[src/rrss_pkg.sv]
// shared types and constants for the round-robin slice scheduler
// no dependencies
package rrss_pkg;

  localparam int unsigned IdW    = 16;
  localparam int unsigned ArrW   = 16;
  localparam int unsigned BurstW = 16;
  localparam int unsigned QuantW = 8;

  typedef enum logic [1:0] {
    OP_CLEAR = 2'd0,
    OP_LOAD  = 2'd1,
    OP_NEXT  = 2'd2,
    OP_NONE  = 2'd3
  } op_e;

  typedef enum logic [1:0] {
    ST_IDLE,
    ST_SCAN,
    ST_OUT
  } state_e;

  // one table entry as it sits in a cell
  typedef struct packed {
    logic              alive;
    logic [IdW-1:0]    id;
    logic [ArrW-1:0]   arrival;
    logic [BurstW-1:0] burst;
  } entry_t;

  // per-cycle command from the sequencer to every cell
  typedef struct packed {
    logic clear;
    logic insert;
    logic grant;
  } cell_cmd_t;

endpackage

[src/rrss_cell.sv]
// one table slot: holds an entry, shifts right on insert, slices on grant
// depends on rrss_pkg
module rrss_cell (
  input  logic                 clk_i,
  input  logic                 rst_ni,
  input  rrss_pkg::cell_cmd_t  cmd_i,
  input  logic                 occupied_i,   // slot index below entry count
  input  logic                 sel_i,        // slot chosen by grant
  input  rrss_pkg::entry_t     new_i,        // record being loaded
  input  rrss_pkg::entry_t     left_i,       // neighbor's entry
  input  logic                 left_gt_i,    // neighbor arrival > new arrival
  input  logic [rrss_pkg::QuantW-1:0] quantum_i,
  output rrss_pkg::entry_t     entry_o,
  output logic                 gt_o          // this arrival > new arrival
);

  rrss_pkg::entry_t entry_d, entry_q;
  logic alive_d, alive_q;
  logic self_gt;

  assign self_gt = occupied_i && (entry_q.arrival > new_i.arrival);
  assign gt_o    = self_gt;

  always_comb begin
    entry_d = entry_q;
    alive_d = alive_q;
    if (cmd_i.clear) begin
      alive_d = 1'b0;
    end else if (cmd_i.insert) begin
      // positions of larger arrival shift right; first one takes the record
      if (left_gt_i) begin
        entry_d = left_i;
        alive_d = left_i.alive;
      end else if (self_gt || !occupied_i) begin
        entry_d = new_i;
        alive_d = 1'b1;
      end
    end else if (cmd_i.grant && sel_i) begin
      if (entry_q.burst > {{(rrss_pkg::BurstW-rrss_pkg::QuantW){1'b0}}, quantum_i}) begin
        entry_d.burst = entry_q.burst -
                        {{(rrss_pkg::BurstW-rrss_pkg::QuantW){1'b0}}, quantum_i};
      end else begin
        entry_d.burst = '0;
        alive_d       = 1'b0;
      end
    end
  end

  always_ff @(posedge clk_i) begin
    entry_q <= entry_d;
  end

  always_ff @(posedge clk_i or negedge rst_ni) begin
    if (!rst_ni) begin
      alive_q <= 1'b0;
    end else begin
      alive_q <= alive_d;
    end
  end

  always_comb begin
    entry_o       = entry_q;
    entry_o.alive = alive_q;
  end

endmodule

[src/round_robin_slice_scheduler_core.sv]
// top level of the round-robin slice scheduler: sequencer plus a row of cells
// depends on rrss_pkg and rrss_cell
//
// The table is a row of MAX_PROCS cells kept in arrival order. A load inserts
// in parallel: every cell compares its arrival with the new one, cells with
// larger arrival shift one place right and the first of them takes the new
// record (a full table drops the load). A next request walks the row from
// the cursor one cell per cycle until an alive entry is found or every
// occupied cell has been tested; the walk over the cells sets the rate.
// After a grant a second walk-free summary (a nor of the alive bits of the
// occupied cells) gives schedule_done. The result sits in an output register
// until taken; no new beat is accepted while it waits. Loads and clears give
// no result beat.
module round_robin_slice_scheduler_core #(
  parameter int unsigned MAX_PROCS = 16
) (
  input  logic        clk_i,
  input  logic        rst_ni,
  input  logic        cfg_we_i,
  input  logic [7:0]  cfg_wdata_i,
  input  logic        in_valid_i,
  output logic        in_stall_o,
  input  logic [1:0]  operation_i,
  input  logic [15:0] process_id_i,
  input  logic [15:0] arrival_time_i,
  input  logic [15:0] burst_time_i,
  output logic        out_valid_o,
  input  logic        out_stall_i,
  output logic        slice_valid_o,
  output logic [15:0] granted_id_o,
  output logic [15:0] remaining_burst_o,
  output logic        finished_o,
  output logic        schedule_done_o
);

  localparam int unsigned IdxW = (MAX_PROCS > 1) ? $clog2(MAX_PROCS) : 1;
  localparam int unsigned CntW = $clog2(MAX_PROCS + 1);

  rrss_pkg::state_e state_q, state_d;

  logic [7:0]       quantum_q;
  logic [CntW-1:0]  count_q, count_d;
  logic [IdxW-1:0]  cursor_q, cursor_d;
  logic [IdxW-1:0]  scan_q, scan_d;        // cell under test
  logic [CntW-1:0]  left_q, left_d;        // cells still to test
  logic             accept;
  logic             full;

  rrss_pkg::cell_cmd_t cmd;
  rrss_pkg::entry_t    new_entry;
  rrss_pkg::entry_t    ent [MAX_PROCS];
  logic [MAX_PROCS-1:0] gt, sel, occ, alive_vec;

  // output register
  logic        o_slice_q, o_fin_q, o_slice_d, o_fin_d;
  logic [15:0] o_id_q, o_rem_q, o_id_d, o_rem_d;
  logic        sched_done;
  logic        set_out, set_empty;

  assign full       = (count_q == CntW'(MAX_PROCS));
  assign in_stall_o = (state_q != rrss_pkg::ST_IDLE);
  assign accept     = in_valid_i && !in_stall_o;

  always_ff @(posedge clk_i or negedge rst_ni) begin
    if (!rst_ni) begin
      quantum_q <= 8'd4;
    end else if (cfg_we_i) begin
      quantum_q <= cfg_wdata_i;
    end
  end

  assign new_entry = '{alive: 1'b1, id: process_id_i, arrival: arrival_time_i,
                       burst: burst_time_i};

  // row of cells
  for (genvar g = 0; g < MAX_PROCS; g++) begin : g_cell
    rrss_pkg::entry_t left_ent;
    logic             left_gt;
    assign occ[g]       = (CntW'(g) < count_q);
    assign sel[g]       = (scan_q == IdxW'(g));
    assign alive_vec[g] = ent[g].alive;
    if (g == 0) begin : g_first
      assign left_ent = new_entry;
      assign left_gt  = 1'b0;
    end else begin : g_rest
      assign left_ent = ent[g-1];
      assign left_gt  = gt[g-1];
    end
    rrss_cell u_cell (
      .clk_i      (clk_i),
      .rst_ni     (rst_ni),
      .cmd_i      (cmd),
      .occupied_i (occ[g]),
      .sel_i      (sel[g]),
      .new_i      (new_entry),
      .left_i     (left_ent),
      .left_gt_i  (left_gt),
      .quantum_i  (quantum_q),
      .entry_o    (ent[g]),
      .gt_o       (gt[g])
    );
  end

  // entry under the scan pointer
  rrss_pkg::entry_t cur;
  logic             cur_hit;
  logic [15:0]      cur_rem;
  logic             cur_fin;
  logic [IdxW-1:0]  scan_nx;

  assign cur     = ent[scan_q];
  assign cur_hit = cur.alive && (CntW'(scan_q) < count_q);
  assign cur_fin = !(cur.burst > {8'd0, quantum_q});
  assign cur_rem = cur_fin ? 16'd0 : (cur.burst - {8'd0, quantum_q});
  assign scan_nx = (CntW'(scan_q) + CntW'(1) >= count_q) ? '0 : scan_q + IdxW'(1);

  // next state
  always_comb begin
    state_d = state_q;
    unique case (state_q)
      rrss_pkg::ST_IDLE: begin
        if (accept && operation_i == rrss_pkg::OP_NEXT) begin
          state_d = (count_q == '0) ? rrss_pkg::ST_OUT : rrss_pkg::ST_SCAN;
        end
      end
      rrss_pkg::ST_SCAN: begin
        if (cur_hit || left_q == CntW'(1)) begin
          state_d = rrss_pkg::ST_OUT;
        end
      end
      rrss_pkg::ST_OUT: begin
        if (!out_stall_i) begin
          state_d = rrss_pkg::ST_IDLE;
        end
      end
      default: state_d = rrss_pkg::ST_IDLE;
    endcase
  end

  // sequencer outputs
  always_comb begin
    cmd       = '0;
    count_d   = count_q;
    cursor_d  = cursor_q;
    scan_d    = scan_q;
    left_d    = left_q;
    set_out   = 1'b0;
    set_empty = 1'b0;
    unique case (state_q)
      rrss_pkg::ST_IDLE: begin
        if (accept) begin
          unique case (operation_i)
            rrss_pkg::OP_CLEAR: begin
              cmd.clear = 1'b1;
              count_d   = '0;
              cursor_d  = '0;
            end
            rrss_pkg::OP_LOAD: begin
              if (!full) begin
                cmd.insert = 1'b1;
                count_d    = count_q + CntW'(1);
              end
            end
            rrss_pkg::OP_NEXT: begin
              scan_d    = (CntW'(cursor_q) < count_q) ? cursor_q : '0;
              left_d    = count_q;
              set_empty = (count_q == '0);
            end
            default: ;
          endcase
        end
      end
      rrss_pkg::ST_SCAN: begin
        if (cur_hit) begin
          cmd.grant = 1'b1;
          set_out   = 1'b1;
          cursor_d  = scan_nx;
        end else if (left_q == CntW'(1)) begin
          set_empty = 1'b1;
        end else begin
          scan_d = scan_nx;
          left_d = left_q - CntW'(1);
        end
      end
      default: ;
    endcase
  end

  always_comb begin
    o_slice_d = o_slice_q;
    o_fin_d   = o_fin_q;
    o_id_d    = o_id_q;
    o_rem_d   = o_rem_q;
    if (set_out) begin
      o_slice_d = 1'b1;
      o_fin_d   = cur_fin;
      o_id_d    = cur.id;
      o_rem_d   = cur_rem;
    end else if (set_empty) begin
      o_slice_d = 1'b0;
      o_fin_d   = 1'b0;
      o_id_d    = '0;
      o_rem_d   = '0;
    end
  end

  always_ff @(posedge clk_i or negedge rst_ni) begin
    if (!rst_ni) begin
      state_q  <= rrss_pkg::ST_IDLE;
      count_q  <= '0;
      cursor_q <= '0;
      scan_q   <= '0;
      left_q   <= '0;
    end else begin
      state_q  <= state_d;
      count_q  <= count_d;
      cursor_q <= cursor_d;
      scan_q   <= scan_d;
      left_q   <= left_d;
    end
  end

  always_ff @(posedge clk_i) begin
    o_slice_q <= o_slice_d;
    o_fin_q   <= o_fin_d;
    o_id_q    <= o_id_d;
    o_rem_q   <= o_rem_d;
  end

  // done is read from the cells once the grant has landed
  assign sched_done        = ~|(alive_vec & occ);
  assign out_valid_o       = (state_q == rrss_pkg::ST_OUT);
  assign slice_valid_o     = o_slice_q;
  assign granted_id_o      = o_id_q;
  assign remaining_burst_o = o_rem_q;
  assign finished_o        = o_fin_q;
  assign schedule_done_o   = sched_done;

  // assertions
  a_count_le: assert property (@(posedge clk_i) disable iff (!rst_ni)
    count_q <= CntW'(MAX_PROCS)) else $error("entry count overflow");
  a_no_acc_busy: assert property (@(posedge clk_i) disable iff (!rst_ni)
    out_valid_o |-> in_stall_o) else $error("input taken while result pending");
  a_fin_zero: assert property (@(posedge clk_i) disable iff (!rst_ni)
    (out_valid_o && finished_o) |-> remaining_burst_o == '0)
    else $error("finished slice with burst left");
  a_empty_done: assert property (@(posedge clk_i) disable iff (!rst_ni)
    (out_valid_o && !slice_valid_o) |-> schedule_done_o)
    else $error("no slice but not done");

endmodule

[config.mk]
export PLATFORM = sky130hd
export DESIGN_NAME = round_robin_slice_scheduler_core
export DESIGN_NICKNAME = d
export VERILOG_FILES = /design/src/rrss_pkg.sv /design/src/rrss_cell.sv /design/src/round_robin_slice_scheduler_core.sv
export SDC_FILE = /design/constraint.sdc
export NUM_CORES = 2
export LEC_CHECK = 0
export BUFFER_PORTS_ARGS = -buffer_cell sky130_fd_sc_hd__buf_2
export CAP_MARGIN = 10
export CORE_UTILIZATION = 36
export DETAILED_ROUTE_END_ITERATION = 6
export PLACE_DENSITY = 0.59
export SLEW_MARGIN = 30
export SYNTH_ARGS = -nofsm -noshare
export SYNTH_HDL_FRONTEND = slang
export SYNTH_SLANG_ARGS = --single-unit
[constraint.sdc]
create_clock -name clk_i -period 12.95 [get_ports clk_i]
set_clock_uncertainty 0.2 [all_clocks]
set_input_delay 3.885 -clock clk_i [delete_from_list [all_inputs] [get_ports clk_i]]
set_output_delay 3.885 -clock clk_i [all_outputs]
set_load 0.01 [all_outputs]
* Yosys cells after proc, flatten, opt, wreduce, memory -nomap -nowiden
Index checks and enable logic that the tools add are counted.
** Word-level totals
- Flip-flop bits (word level) :: 846
- Input bits :: 63
- Output and inout bits :: 37
- Logic and storage cells :: 627
** Cells by class
- $add $sub $neg :: 21
- Magnitude comparators :: 53
- Equal/unequal tests :: 79
- Muxes and demuxes :: 218
- Bitwise gates (word level) :: 3
- Reductions and logical operators :: 179
** Operators by type and width (number)
- two-way mux 48 bit :: 30
- two-way mux 16 bit :: 53
- greater-than comparator 16 x 8 -> 1 bit :: 17
- subtractor 16 x 8 -> 16 bit :: 17
- greater-than comparator 16 bit :: 16
- binary-select mux 49 bit (select 4 bit) :: 1
- AND reduction 3 bit :: 49
- two-way mux 1 bit :: 106
- two-way mux 49 bit :: 2
- nonzero test 2 bit :: 35
- inequality test 4 x 1 -> 1 bit (second input constant) :: 15
- inequality test 3 x 1 -> 1 bit (second input constant) :: 16
- inequality test 3 bit (second input constant) :: 16
- nonzero test 3 bit :: 16
- less-than comparator 4 x 5 -> 1 bit (first input constant) :: 8
- two-way mux 4 bit :: 9
- logical AND 1 bit :: 35
- equality test 4 bit (second input constant) :: 8
- two-way mux 5 bit :: 5
- less-than comparator 3 x 5 -> 1 bit (first input constant) :: 4
- one-hot mux 5 bit (2 select lines) :: 2
- logical NOT 1 bit :: 19
- inequality test 2 bit (second input constant) :: 9
- logical OR 1 bit :: 17
- 30 further kinds :: 48

* Depth between registers and ports, before layout
- Depth in word-level cells :: 11
- Gate-level depth with buffers :: 20
- Depth with buffers taken out :: 14

* Modules after synthesis
A second synthesis with hierarchy kept.
** Unflattened totals
- Cells, all modules :: 5405
- Area total of the unflattened synthesis :: 59644.7 um2
** Modules (own cells, without submodules)
- rrss_cell (g_cell[1].u_cell ...) :: times used 8, cells each 296, area an instance 3211.8 um2, sequential area each 1466.4 um2
- rrss_cell (g_cell[0].u_cell ...) :: times used 7, cells each 305, area an instance 3295.7 um2, sequential area each 1466.4 um2
- round_robin_slice_scheduler_core :: times used 1, cells each 620, area an instance 7736.2 um2, sequential area each 1712.9 um2
- rrss_cell (g_cell[9].u_cell) :: times used 1, cells each 282, area an instance 3144.3 um2, sequential area each 1466.4 um2

* Worst setup path before layout
OpenSTA, ideal clock, no wires.
- Kind :: input-to-reg
- Start point :: input arrival_time_i[11]
- End point :: register g_cell[14].u_cell.entry_q, in the netlist g_cell[14].u_cell.entry_o[0], enable pin
- Setup time :: 0.392 ns
- Arrival :: 8.448 ns
- Path slack :: 3.909 ns
- Cell stages on the path :: 12
- Path buffers :: 2
- Cells stage by stage :: inv_1 > clkbuf_1 > ha_1 > nand4_1 > or4_1 > a21oi_1 > a2111oi_0 > nor3_1 > buf_2 > nor2_1 > a21oi_1 > o21bai_1
** On the way
- Longest elaborated chain between the ends :: 5
** RTL lines
- start: declaration :: RTL line round_robin_slice_scheduler_core.sv:25 : input logic [15:0] arrival_time_i,
- greater-than comparator 16 bit :: RTL line rrss_cell.sv:21 : assign self_gt = occupied_i && (entry_q.arrival > new_i.arrival);
- logical AND 1 bit :: RTL line rrss_cell.sv:21
- logical OR 1 bit :: RTL line rrss_cell.sv:34 : end else if (self_gt || !occupied_i) begin
- inequality test 3 x 1 -> 1 bit (no source line) *
- AND reduction 3 bit (no source line) *
- end signal: assignment :: RTL line rrss_cell.sv:50 : entry_q <= entry_d;
- end: declaration :: RTL line rrss_cell.sv:17 : rrss_pkg::entry_t entry_d, entry_q;
Every way passes the cells marked *; elsewhere a longest branch is shown, timed or not.
A chain may end at the register's enable or synchronous reset.

* Worst setup path in the final report
- Start point :: input arrival_time_i[13]
- End point :: register g_cell[13].u_cell.entry_q, in the netlist g_cell[13].u_cell.entry_o[45] (data pin)
** On the way
- Longest elaborated chain between the ends :: 3
** RTL lines
- greater-than comparator 16 bit :: RTL line rrss_cell.sv:21
- logical AND 1 bit :: RTL line rrss_cell.sv:21
- two-way mux 48 bit :: RTL line rrss_cell.sv:31 : if (left_gt_i) begin
- end signal: assignment :: RTL line rrss_cell.sv:50
- end: declaration :: RTL line rrss_cell.sv:17
Every way passes these cells.

==> impl_metrics.toml <==
[power]
ir_drop_uv = 108.8
leakage_nw = 22.43
power.density_nw_per_um2 = 169.1
power_w = 0.01045

[timing]
relSlewSlack_pct = 31.74
rsz0062_at_grt = "false"
fmax_mhz = 121.6
fin_ws_ps = 4726
timing.final.crit_share_pct = 63.51
hold_viol_final = 0
finalMaxSlewViolations = 0
setup_viol = 0
setup-tns-final_ps = 0
hold_slack_ps = 244.4
worst_pin_slew_ps = 998.1
period_minus_slack_ps = 8224

[worst_setup_path]
slowest_stage = "buf_4"
crit_type = "input pin to flop"
crit_chain = "buf_2 -> inv_1 -> buf_4 -> ha_1 -> and3_1 -> nand4_1 -> a21oi_1 -> a2111oi_2 -> buf_2 -> nor3_2 -> buf_4 -> mux2_2"
path_max_fanout = 61
critical_path_buf_inv_count = 5
crit_family = "buffers and inverters"
crit_path_end_kind = "flop"
crit_required_ps = 13160
crit_arrival_ps = 8440
slowest_delay_ps = 850
start_kind = "input pin"

[clocking]
cts_root_buffer = "clkbuf_16"
clk_latency_ps = 770
clock-sinks = 846
cts_tree = "yes"
cts_buffers = 99
cts_hold_buf = 0
cts_max_path_buffers = 3
clk_pin_slew_ps = 60
htreeDepth = 3
cts_resized = 0
post-cts-setup-buffers = 0

[die]
io_pins = 100
dieArea_um2 = 155800
fp.dieH_um = 394.7
fp.dieW_um = 394.7
rows = 143
initial_core_util_pct = 36.42
core_area_um2 = 152400

[yosys]
synth_common_cells = "edfxtp_1 (801), ha_1 (412), nand2_1 (403)"
avgSynthCellArea_um2 = 11.55
synthCells = 4808
synth_nets = 5300
synth_edf_count = 801
ys_ff_latch = 846
synthArstFlopShare_pct = 5.201
synthFlopType = "edfxtp_1"
synth_area_leaders = "edfxtp_1 (43%), ha_1 (9.3%), mux4_2 (6.4%), mux2_2 (6.3%), mux2i_1 (3.4%)"
synth_warnings = 0
seq_area_frac_synth_pct = 45.35
yosysTopAreaCellShare_pct = 43.33
netlist_area_um2 = 55510
synth.largest_area_cell = "edfxtp_1"
yosysMostFrequentCell = "edfxtp_1"
ys_types = 92

[placement]
hpwl_mm = 127.8
placedCellCount = 6761
preCtsSetupSlack_ps = 4223
portBuffers = 99
gp_congestion = 0.9559

[outcome]
status = "finished, final reports clean"

[grt]
grt_usage_pct = 23.69
grtUsageMet1_pct = 33.54
grt_start_max_net_pins = 119
overflow = 0
grt_use_met2_pct = 35.73
grt_antenna_before_repair = 8
grt_first_pass_wirelength_mm = 275.2
met3_usage_pct = 4.926
grt_pass1_vias = 39910
busiest_layer = "met2"

[finish]
area_growth_pct = 11.36
nets = 5324
drive_above_1_share_pct = 18.28
nFillCells = 14520
seq_area_um2 = 25190
instances_no_fill = 6943
multi_input_area_um2 = 29060

[drt]
vias = 41920
drc = 0
first_iter_violations = 4993
routedWlPerCell_um = 27.17
via_per_inst = 6.038
wirelength_mm = 188.7
dr.pass1.iters = 5
ant_nets = 0

[hold_path]
hp-class = "flop to flop"

[run]
cap_viol_max_count = 0
power breakdown:
part           internal [W]  total, W  switching, W
combinational       0.00158   0.00381       0.00223
sequential          0.00345   0.00379      0.000338
clock               0.00160   0.00285       0.00125
total               0.00663    0.0105       0.00382
sequential cells by signal, summed over array words and instances (netlist names):
signal / cells
left_q: 5
finished_o: 1
count_q: 5
g_cell.u_cell.alive_q: 16
state_q: 2
quantum_q: 8
g_cell.u_cell.entry_o: 768
cursor_q: 4
slice_valid_o: 1
granted_id_o: 16
scan_q: 4
remaining_burst_o: 16
stage by stage:
step,utilization (%),instance area (um2)
4_1_cts,40.53,61780
3_5_place_dp,38.40,58540
6_report,40.55,61820
5_1_grt,40.55,61820
3_3_place_gp,38.33,58430
2_1_floorplan,-,55510
worst reg2reg max path: cells and delay by family, from the launching register on:
| family | cells | cell delay [ps] |
|---|---|---|
| muxes | 2 | 1210 |
| DFF | 1 | 820 |
| adders and majority gates | 2 | 590 |
| buffers and inverters | 3 | 800 |
| and+or+nand+nor | 4 | 570 |
| AOI/OAI and AO/OA | 4 | 1040 |
cells by family after synthesis:
| logic type | count (synthesis) | synth area share, % |
|---|---|---|
| simple gates | 1198 | 10.40 |
| xor+xnor | 184 | 2.903 |
| compound gates | 1077 | 12.28 |
| mux | 661 | 16.16 |
| fa+ha+maj | 430 | 9.917 |
| buf+inv | 412 | 2.991 |
| flops | 846 | 45.35 |
final timing paths:
path,start,to,slack (ps),cells past startpoint
worst min-delay path,slice_valid_o,slice_valid_o,240,2
worst min register to register,slice_valid_o,slice_valid_o,240,2
worst max-delay path,arrival_time_i[13],g_cell[13].u_cell.entry_o[45],4730,12
max in group asynchronous,rst_ni,scan_q[0],8940,2
min in group asynchronous,rst_ni,quantum_q[3],3020,2
worst max register to register,scan_q[0],remaining_burst_o[3],7440,15
final cells by class:
type                    instances  area share, %
diodes                          1       0.004048
clock buffers                 125          4.301
multi-input cells            3550          47.01
well taps                    2030          4.108
inverters                     140         0.8541
repair buffers                195          2.042
flip-flops and latches        846          40.74
clock inverters                56         0.9452
layout by cell type, fill, tap and decap left out, types with 30 or more instances in the layout:
| cell | synthesis | routed |
|---|---|---|
| or3_1 | 58 | 57 |
| o21a_1 | 30 | 30 |
| mux4_2 | 157 | 157 |
| clkbuf_16 | 0 | 102 |
| o22ai_1 | 136 | 130 |
| xor2_1 | 90 | 90 |
| ha_1 | 412 | 412 |
| a21o_1 | 92 | 92 |
| nand2_1 | 403 | 400 |
| inv_1 | 140 | 137 |
| xnor2_1 | 94 | 94 |
| mux2_2 | 312 | 312 |
| nand4_1 | 60 | 60 |
| nor2b_1 | 68 | 63 |
| nor3_1 | 91 | 85 |
| nand3_1 | 142 | 142 |
| o21ai_0 | 323 | 320 |
| dfrtp_1 | 43 | 39 |
| edfxtp_1 | 801 | 801 |
| nor2_1 | 212 | 202 |
| o211ai_1 | 35 | 35 |
| mux2i_1 | 191 | 191 |
| buf_4 | 4 | 89 |
| buf_2 | 46 | 100 |
| nand2b_1 | 37 | 36 |
| a21oi_1 | 199 | 195 |
layer usage:
layer | vias to the layer above | part of all wire [%]
li1 | 18660 | -
met2 | 2068 | 44
met4 | 8 | 3.6
met3 | 311 | 9.9
met5 | - | 0.030
met1 | 20880 | 43
(Power assumes the default switching activity.)
